### config.mk
export PLATFORM = sky130hd
export DESIGN_NAME = ipv4_tcp_capture_summarizer_core
export DESIGN_NICKNAME = d
export VERILOG_FILES = /design/src/hdl/itcs_pkg.sv /design/src/hdl/itcs_parser.sv /design/src/hdl/ipv4_tcp_capture_summarizer_core.sv
export SDC_FILE = /design/constraint.sdc
export NUM_CORES = 1
export LEC_CHECK = 0
export BUFFER_PORTS_ARGS = -buffer_cell sky130_fd_sc_hd__buf_2
export CAP_MARGIN = 40
export CELL_PAD_IN_SITES_DETAIL_PLACEMENT = 1
export CELL_PAD_IN_SITES_GLOBAL_PLACEMENT = 2
export CORE_UTILIZATION = 42
export CTS_BUF_LIST = sky130_fd_sc_hd__clkbuf_2
export DETAILED_ROUTE_END_ITERATION = 7
export HOLD_SLACK_MARGIN = 0.03
export MAX_ROUTING_LAYER = met4
export PLACE_DENSITY_LB_ADDON = 0.1
export SYNTH_ARGS = -nofsm -noshare
export SYNTH_HDL_FRONTEND = slang
export SYNTH_HIERARCHICAL = 1
export SYNTH_SLANG_ARGS = --single-unit
### constraint.sdc
create_clock -name aclk -period 10.6 [get_ports aclk]
set_input_delay 0.53 -clock aclk [delete_from_list [all_inputs] [get_ports aclk]]
set_output_delay 0.53 -clock aclk [all_outputs]
set_load 0.02 [all_outputs]
### src/hdl/itcs_pkg.sv
// Shared types and constants for the IPv4/TCP capture summarizer.
// No dependencies; imported by every module of the block.
`timescale 1ns / 1ps
`default_nettype none

package itcs_pkg;

    // Width of the packet count as it leaves the block.
    localparam int PKT_COUNT_W = 32;

    // Byte positions inside the fixed part of the IPv4 header, and of the data offset inside the TCP header.
    localparam logic [15:0] POS_IHL          = 16'd0;
    localparam logic [15:0] POS_TOTLEN_HI    = 16'd2;
    localparam logic [15:0] POS_TOTLEN_LO    = 16'd3;
    localparam logic [15:0] POS_SRC_FIRST    = 16'd12;
    localparam logic [15:0] POS_SRC_LAST     = 16'd15;
    localparam logic [15:0] POS_DST_FIRST    = 16'd16;
    localparam logic [15:0] POS_DST_LAST     = 16'd19;
    localparam logic [15:0] IP_FIXED_BYTES   = 16'd20;
    localparam logic [15:0] POS_FIXED_LAST   = 16'd19;
    localparam logic [15:0] TCP_OFFSET_BYTE  = 16'd12;

    // Header length values below this are treated as this value.
    localparam logic [3:0]  MIN_HEADER_WORDS = 4'd5;

    typedef struct packed {
        logic [7:0] byte_value;
        logic       end_of_log;
    } itcs_in_t;

    typedef struct packed {
        logic [31:0]            client_address;
        logic [31:0]            server_address;
        logic [3:0]             first_header_words;
        logic [15:0]            first_total_length;
        logic [3:0]             first_tcp_offset;
        logic [PKT_COUNT_W-1:0] packet_count;
        logic                   any_packet;
    } itcs_out_t;

endpackage

`default_nettype wire

### src/hdl/itcs_parser.sv
// Byte-position tracker and first-packet capture logic.
// Depends on itcs_pkg for the item types and header byte positions.
`timescale 1ns / 1ps
`default_nettype none

module itcs_parser
    import itcs_pkg::*;
#(
    parameter int COUNT_BITS = 32
) (
    input  wire logic      aclk,
    input  wire logic      aresetn,
    input  wire logic      step,
    input  wire itcs_in_t  in_item,
    output itcs_out_t      summary
);

    logic [15:0]           pos_reg,    pos_next;
    logic [3:0]            hw_reg,     hw_next;
    logic [15:0]           tl_reg,     tl_next;
    logic [31:0]           client_reg, client_next;
    logic [31:0]           server_reg, server_next;
    logic [3:0]            cap_hw_reg, cap_hw_next;
    logic [15:0]           cap_tl_reg, cap_tl_next;
    logic [3:0]            cap_tcp_reg, cap_tcp_next;
    logic [COUNT_BITS-1:0] seen_reg,   seen_next;

    logic [3:0]  eff_words;
    logic [15:0] hdr_end;
    logic [15:0] tcp_pos;
    logic [15:0] pkt_end;
    logic [16:0] pos_inc;
    logic [7:0]  b;
    logic        any;
    logic [PKT_COUNT_W-1:0] count_sat;

    assign b = in_item.byte_value;

    always_comb begin
        hw_next      = hw_reg;
        tl_next      = tl_reg;
        client_next  = client_reg;
        server_next  = server_reg;
        cap_hw_next  = cap_hw_reg;
        cap_tl_next  = cap_tl_reg;
        cap_tcp_next = cap_tcp_reg;
        seen_next    = seen_reg;

        // Header length and total length of the packet in flight.
        if (pos_reg == POS_IHL) begin
            hw_next = b[3:0];
        end else if (pos_reg == POS_TOTLEN_HI) begin
            tl_next = {b, 8'h00};
        end else if (pos_reg == POS_TOTLEN_LO) begin
            tl_next = {tl_reg[15:8], b};
        end

        eff_words = (hw_next < MIN_HEADER_WORDS) ? MIN_HEADER_WORDS : hw_next;
        hdr_end   = 16'({eff_words, 2'b00}) + IP_FIXED_BYTES;
        tcp_pos   = 16'({eff_words, 2'b00}) + TCP_OFFSET_BYTE;

        // Capture from the first packet only.
        if (seen_reg == '0) begin
            if (pos_reg >= POS_SRC_FIRST && pos_reg <= POS_SRC_LAST) begin
                server_next = {server_reg[23:0], b};
            end else if (pos_reg >= POS_DST_FIRST && pos_reg <= POS_DST_LAST) begin
                client_next = {client_reg[23:0], b};
            end
            if (pos_reg == POS_FIXED_LAST) begin
                cap_hw_next = hw_next;
                cap_tl_next = tl_next;
            end
        end else if (seen_reg == COUNT_BITS'(1) && pos_reg == tcp_pos) begin
            cap_tcp_next = b[7:4];
        end

        if (pos_reg == POS_FIXED_LAST && seen_reg != '1) begin
            seen_next = seen_reg + COUNT_BITS'(1);
        end

        // The packet ends at the larger of the total length and the headers.
        if (pos_reg >= POS_FIXED_LAST && tl_next > hdr_end) begin
            pkt_end = tl_next;
        end else begin
            pkt_end = hdr_end;
        end
        pos_inc = {1'b0, pos_reg} + 17'd1;
        if (pos_inc >= {1'b0, pkt_end}) begin
            pos_next = '0;
        end else begin
            pos_next = pos_inc[15:0];
        end
    end

    always_ff @(posedge aclk) begin
        if (!aresetn || (step && in_item.end_of_log)) begin
            pos_reg     <= '0;
            hw_reg      <= '0;
            tl_reg      <= '0;
            client_reg  <= '0;
            server_reg  <= '0;
            cap_hw_reg  <= '0;
            cap_tl_reg  <= '0;
            cap_tcp_reg <= '0;
            seen_reg    <= '0;
        end else if (step) begin
            pos_reg     <= pos_next;
            hw_reg      <= hw_next;
            tl_reg      <= tl_next;
            client_reg  <= client_next;
            server_reg  <= server_next;
            cap_hw_reg  <= cap_hw_next;
            cap_tl_reg  <= cap_tl_next;
            cap_tcp_reg <= cap_tcp_next;
            seen_reg    <= seen_next;
        end
    end

    generate
        if (COUNT_BITS > PKT_COUNT_W) begin : g_wide_count
            assign count_sat = (|seen_reg[COUNT_BITS-1:PKT_COUNT_W]) ? '1
                                                                      : seen_reg[PKT_COUNT_W-1:0];
        end else begin : g_narrow_count
            assign count_sat = PKT_COUNT_W'(seen_reg);
        end
    endgenerate

    assign any = (seen_reg != '0);

    always_comb begin
        summary.client_address     = any ? client_reg  : '0;
        summary.server_address     = any ? server_reg  : '0;
        summary.first_header_words = any ? cap_hw_reg  : '0;
        summary.first_total_length = any ? cap_tl_reg  : '0;
        summary.first_tcp_offset   = any ? cap_tcp_reg : '0;
        summary.packet_count       = count_sat;
        summary.any_packet         = any;
    end

endmodule

`default_nettype wire

### src/hdl/ipv4_tcp_capture_summarizer_core.sv
// Top level of the IPv4/TCP capture summarizer: input and result registers
// around the parser. Depends on itcs_pkg and itcs_parser.
//
// Usage: the s_ channel carries a log of back-to-back IPv4+TCP packets, one
// byte per request (end_of_log low). A request with end_of_log high closes
// the log; the block then returns one summary request on the m_ channel with
// the addresses, header length, total length and TCP data offset of the first
// packet and the number of packets seen, and clears itself for the next log.
// Byte requests produce no result.
// Throughput is one request per cycle while no end mark waits behind a pending
// summary: every byte is handled by a position compare and a few field updates
// between the input register and the state; a summary enters the result register
// as its end mark is consumed. When the receiver stalls, the summary waits there;
// bytes keep flowing, and only a second end mark waits in the input register,
// with s_ready low, until the pending summary is taken.
// Reset (aresetn low, synchronous) empties both registers and clears all
// captured fields and the packet count.
`timescale 1ns / 1ps
`default_nettype none

module ipv4_tcp_capture_summarizer_core
    import itcs_pkg::*;
#(
    parameter int COUNT_BITS = 32
) (
    input  wire logic      aclk,
    input  wire logic      aresetn,
    input  wire logic      s_valid,
    output logic           s_ready,
    input  wire itcs_in_t  s_payload,
    output logic           m_valid,
    input  wire logic      m_ready,
    output itcs_out_t      m_payload
);

    itcs_in_t  in_reg;
    logic      in_valid_reg;
    itcs_out_t out_reg;
    logic      out_valid_reg;
    itcs_out_t summary;
    logic      consume;

    // The held request moves on unless it is an end mark and the result
    // register still holds a summary that is not being taken.
    assign consume = in_valid_reg &&
                     (!in_reg.end_of_log || !out_valid_reg || m_ready);
    assign s_ready = !in_valid_reg || consume;

    always_ff @(posedge aclk) begin
        if (!aresetn) begin
            in_valid_reg <= 1'b0;
        end else if (s_ready) begin
            in_valid_reg <= s_valid;
        end
    end

    always_ff @(posedge aclk) begin
        if (s_ready) begin
            in_reg <= s_payload;
        end
    end

    itcs_parser #(
        .COUNT_BITS (COUNT_BITS)
    ) u_parser (
        .aclk    (aclk),
        .aresetn (aresetn),
        .step    (consume),
        .in_item (in_reg),
        .summary (summary)
    );

    // The result register loads a summary as its end mark is consumed.
    always_ff @(posedge aclk) begin
        if (!aresetn) begin
            out_valid_reg <= 1'b0;
        end else if (consume && in_reg.end_of_log) begin
            out_valid_reg <= 1'b1;
        end else if (m_ready) begin
            out_valid_reg <= 1'b0;
        end
    end

    always_ff @(posedge aclk) begin
        if (consume && in_reg.end_of_log) begin
            out_reg <= summary;
        end
    end

    assign m_valid   = out_valid_reg;
    assign m_payload = out_reg;

    // A new summary only appears after an end mark was consumed.
    a_result_from_end_mark: assert property (@(posedge aclk) disable iff (!aresetn)
        $rose(out_valid_reg) |-> $past(in_valid_reg && in_reg.end_of_log))
        else $error("summary appeared without an end mark");

    // Input stalls only behind a pending summary.
    a_stall_reason: assert property (@(posedge aclk) disable iff (!aresetn)
        !s_ready |-> (in_valid_reg && in_reg.end_of_log && out_valid_reg && !m_ready))
        else $error("input stalled without a blocked summary");

    // An empty log yields an all-zero summary.
    a_empty_summary: assert property (@(posedge aclk) disable iff (!aresetn)
        (m_valid && !m_payload.any_packet) |->
            (m_payload.client_address == '0 && m_payload.server_address == '0 &&
             m_payload.packet_count == '0 && m_payload.first_total_length == '0))
        else $error("summary without packets carries data");

    // Reset empties the result register.
    a_reset_empty: assert property (@(posedge aclk)
        !aresetn |=> !m_valid)
        else $error("result valid after reset");

endmodule

`default_nettype wire

==> results.json <==
{
  "run_status": "completed",
  "htree_levels": 3,
  "clk_latency_ns": 0.88,
  "antenna_found_initial": 2,
  "maxSlewViolCount": 0,
  "rows": 61,
  "cp_max_fo": 13,
  "cpMostUsedCell": "ha_1",
  "cts_buffers": 74,
  "rsz0062_at_grt": "false",
  "yosysWarnings": 6,
  "vdd_ir_drop_max_mv": 0.0694,
  "synth-edff-count": 130,
  "clock_sinks": 288,
  "hold_path_end": "u_parser/pos_reg[13]",
  "period_minus_slack_ns": 6.28,
  "relSlewSlack_pct": 43.8,
  "netlist-cell-type-count": 55,
  "synth_nets": 1236,
  "leakage_uw": 0.00538,
  "start_kind": "register",
  "synthFlopType": "dfxtp_1",
  "mappedNetlistArea_mm2": 0.0121,
  "fmax_ghz": 0.159,
  "tightest_slew_ns": 0.843,
  "wl_per_cell_um": 17.1,
  "p_int_uw": 1530,
  "hold_depth": 4,
  "pwr-share-seq_pct": 56.9,
  "drc": 0,
  "placed_area_mm2": 0.0132,
  "grt_pass1_vias": 8990,
  "coreArea_mm2": 0.0281,
  "min_path_type": "primary input to register",
  "vias": 9156,
  "postRouteAntennaNets": 0,
  "timing.final.crit_share_pct": 59.3,
  "cts_tree": "built",
  "final_core_util_pct": 49.9,
  "gr-total-overflow": 0,
  "clkPwrFrac_pct": 38.4,
  "slowest_delay_ns": 0.66,
  "setup_viol": 0,
  "totalWireLength_um": 30800,
  "synthCells": 1194,
  "grt_max_degree": 71,
  "final_cell_mix": "nand2_1, dfxtp_1, buf_2, edfxtp_1, clkbuf_2",
  "stdcell_area_mm2": 0.0140,
  "dieArea_mm2": 0.0295,
  "firstDrtPassIters": 5,
  "drtIter0Drc": 415,
  "p_sw_share_pct": 26.1,
  "final_common_cell": "nand2_1",
  "largest_reg_flops": 121,
  "stdcell_count": 1807,
  "synthToLayoutAreaGrowth_pct": 15.9,
  "clkTransAtPathRegs_ns": 0.10,
  "clockBufferDepth": 3,
  "top_level_ports": 136,
  "maxCapViolations": 0,
  "vias_per_cell": 5.07,
  "fin_skew_ns": 0.0854,
  "setup_tns_ns": 0,
  "place_congestion": 0.800,
  "die_h_um": 172,
  "cts-resized-gates": 0,
  "p_total_uw": 2070,
  "synth-seq-cells": 288,
  "avgSynthCellArea_um2": 10.1,
  "clockRootBuffer": "clkbuf_2",
  "crit_slowest_cell": "or4b_2",
  "path_class": "register to register",
  "dieWidth_um": 172,
  "fin_nets": 1407,
  "post-cts-setup-buffer-count": 0,
  "register_area_mm2": 0.00707,
  "powerDensity_mw_per_mm2": 147,
  "reg2reg_to": "u_parser/pos_reg[5]",
  "p_sw_uw": 540,
  "fillers": 3248,
  "multi_input_area_mm2": 0.00472,
  "grt_pass1_wl_um": 48100,
  "combinationalPowerShare_pct": 4.7,
  "async_reset_ff_share_pct": 0,
  "io_buffers": 135,
  "cp_cell_sequence": "inv_1 -> ha_1 -> or4b_2 -> or4_4 -> o211ai_1 -> o21ai_0 -> ha_1 -> inv_1 -> ha_1 -> a21o_1 -> a21oi_1 -> o21ai_0 -> nand2_1 -> o21a_1 -> or2_2 -> ha_1 -> and4_1 -> and3_1 -> a21boi_0 -> o221ai_1 -> nor3_1 -> buf_4 -> nand3_1 -> mux2i_1",
  "r2r_start": "u_parser/pos_reg[0]",
  "regToRegSetupSlack_ns": 4.32,
  "worstHoldStart": "aresetn",
  "dp.cells": 1654,
  "rr_worst_depth": 24,
  "hold_viol_final": 0,
  "drive_gt1_share_pct": 20.8,
  "start_util_pct": 43.1,
  "groute.usage.overall_pct": 21.8,
  "cp-end-kind": "register",
  "place_hpwl_um": 20600,
  "worstPathRequired_ns": 11.36,
  "ys_seq_area_share_pct": 58.4,
  "worstPathArrival_ns": 7.05
}
[through the flow]
step,setup slack (ns),hold WS [ns]
after floorplan,4.23,0.427
after global placement,4.30,0.435
after detailed placement,4.45,0.442
after CTS,4.35,0.200
after global routing,3.91,0.285
final,4.32,0.289
[Yosys cell counts, types with 3 or more instances]
master | n | area [µm²]
nand2_1 | 213 | 800
dfxtp_1 | 158 | 3160
edfxtp_1 | 130 | 3900
a21oi_1 | 103 | 515
nor2_1 | 97 | 364
nor2b_1 | 97 | 607
clkbuf_1 | 62 | 233
nand3_1 | 37 | 185
xor2_1 | 31 | 272
ha_1 | 29 | 363
nor4_1 | 18 | 113
mux2i_1 | 17 | 170
nand4_1 | 16 | 100
xnor2_1 | 16 | 140
a211oi_1 | 15 | 113
nor3_1 | 15 | 75.1
o21ai_0 | 15 | 75.1
inv_1 | 14 | 52.6
or2_2 | 12 | 75.1
and4_1 | 10 | 87.6
a22oi_1 | 9 | 67.6
and3_1 | 9 | 56.3
a22o_1 | 8 | 70.1
o211ai_1 | 6 | 45.0
a21o_1 | 5 | 37.5
a21boi_0 | 4 | 30.0
and2_1 | 4 | 25.0
buf_2 | 4 | 20.0
nand2b_1 | 4 | 25.0
or3_1 | 4 | 25.0
o21ai_1 | 3 | 15.0
[worst max-delay path by stage]
stage                                   start                   end  slack (ns)  cells past startpoint
after floorplan                       m_ready          m_payload[0]        4.23                      2
after global placement    u_parser/pos_reg[0]  u_parser/pos_reg[14]        4.30                     23
after detailed placement  u_parser/pos_reg[0]   u_parser/pos_reg[5]        4.45                     24
after CTS                 u_parser/pos_reg[0]   u_parser/pos_reg[5]        4.35                     24
after global routing      u_parser/pos_reg[0]   u_parser/pos_reg[5]        3.91                     24
final                     u_parser/pos_reg[0]   u_parser/pos_reg[5]        4.32                     24
[power by group through the flow]
| stage | registers [µW] | clock network (µW) | logic, µW |
|---|---|---|---|
| 6_report | 1180 | 794 | 97.0 |
| 5_1_grt | 1180 | 880 | 108 |
| 4_1_cts | 1180 | 834 | 97.9 |
| 3_5_place_dp | 1200 | 0 | 94.2 |
| 3_3_place_gp | 1200 | 0 | 89.9 |
| 2_1_floorplan | 1200 | 0 | 58.6 |
[what timing repair did]
| action | 4_1_cts | 5_1_grt |
|---|---|---|
| setup endpoints to repair | 0 | 0 |
| hold buffers | 13 | 0 |
| hold endpoints to repair | 11 | 0 |
[kinds of logic after synthesis]
kind of cell | share of synthesized area, %
simple gates | 21.9
flops | 58.4
compound gates | 8.69
buf+inv | 2.74
xor+xnor | 3.40
fa+ha+maj | 3.00
mux | 1.81
[layer usage]
metal / global-route usage (%) / part of all wire, % / vias to the layer above
met2: 33.4 / 47 / 199
met3: 4.58 / 4.3 / 54
li1: - / - / 4547
met1: 27.8 / 46 / 4356
met4: 9.05 / 2.5 / 0
met5: - / 0 / -
[final cells by class]
cell class | instances | area share (%)
Timing Repair Buffer | 164 | 6.93
Multi-Input combinational cell | 822 | 33.7
Clock buffer | 108 | 3.86
Sequential cell | 288 | 50.4
Tap cell | 378 | 3.37
Inverter | 15 | 0.402
Antenna cell | 4 | 0.0714
Clock inverter | 28 | 1.31
[critical path, delay by kind of cell (launching register included)]
kind	cells	cell delay (ns)
adder cells (fa/ha/maj)	4	1.16
multiplexers	1	0.16
AND/OR/NAND/NOR	8	2.71
buffers and inverters	3	0.42
AO/OA/AOI/OAI	8	1.35
flip-flops	1	0.38
(Power assumes the default switching activity.)
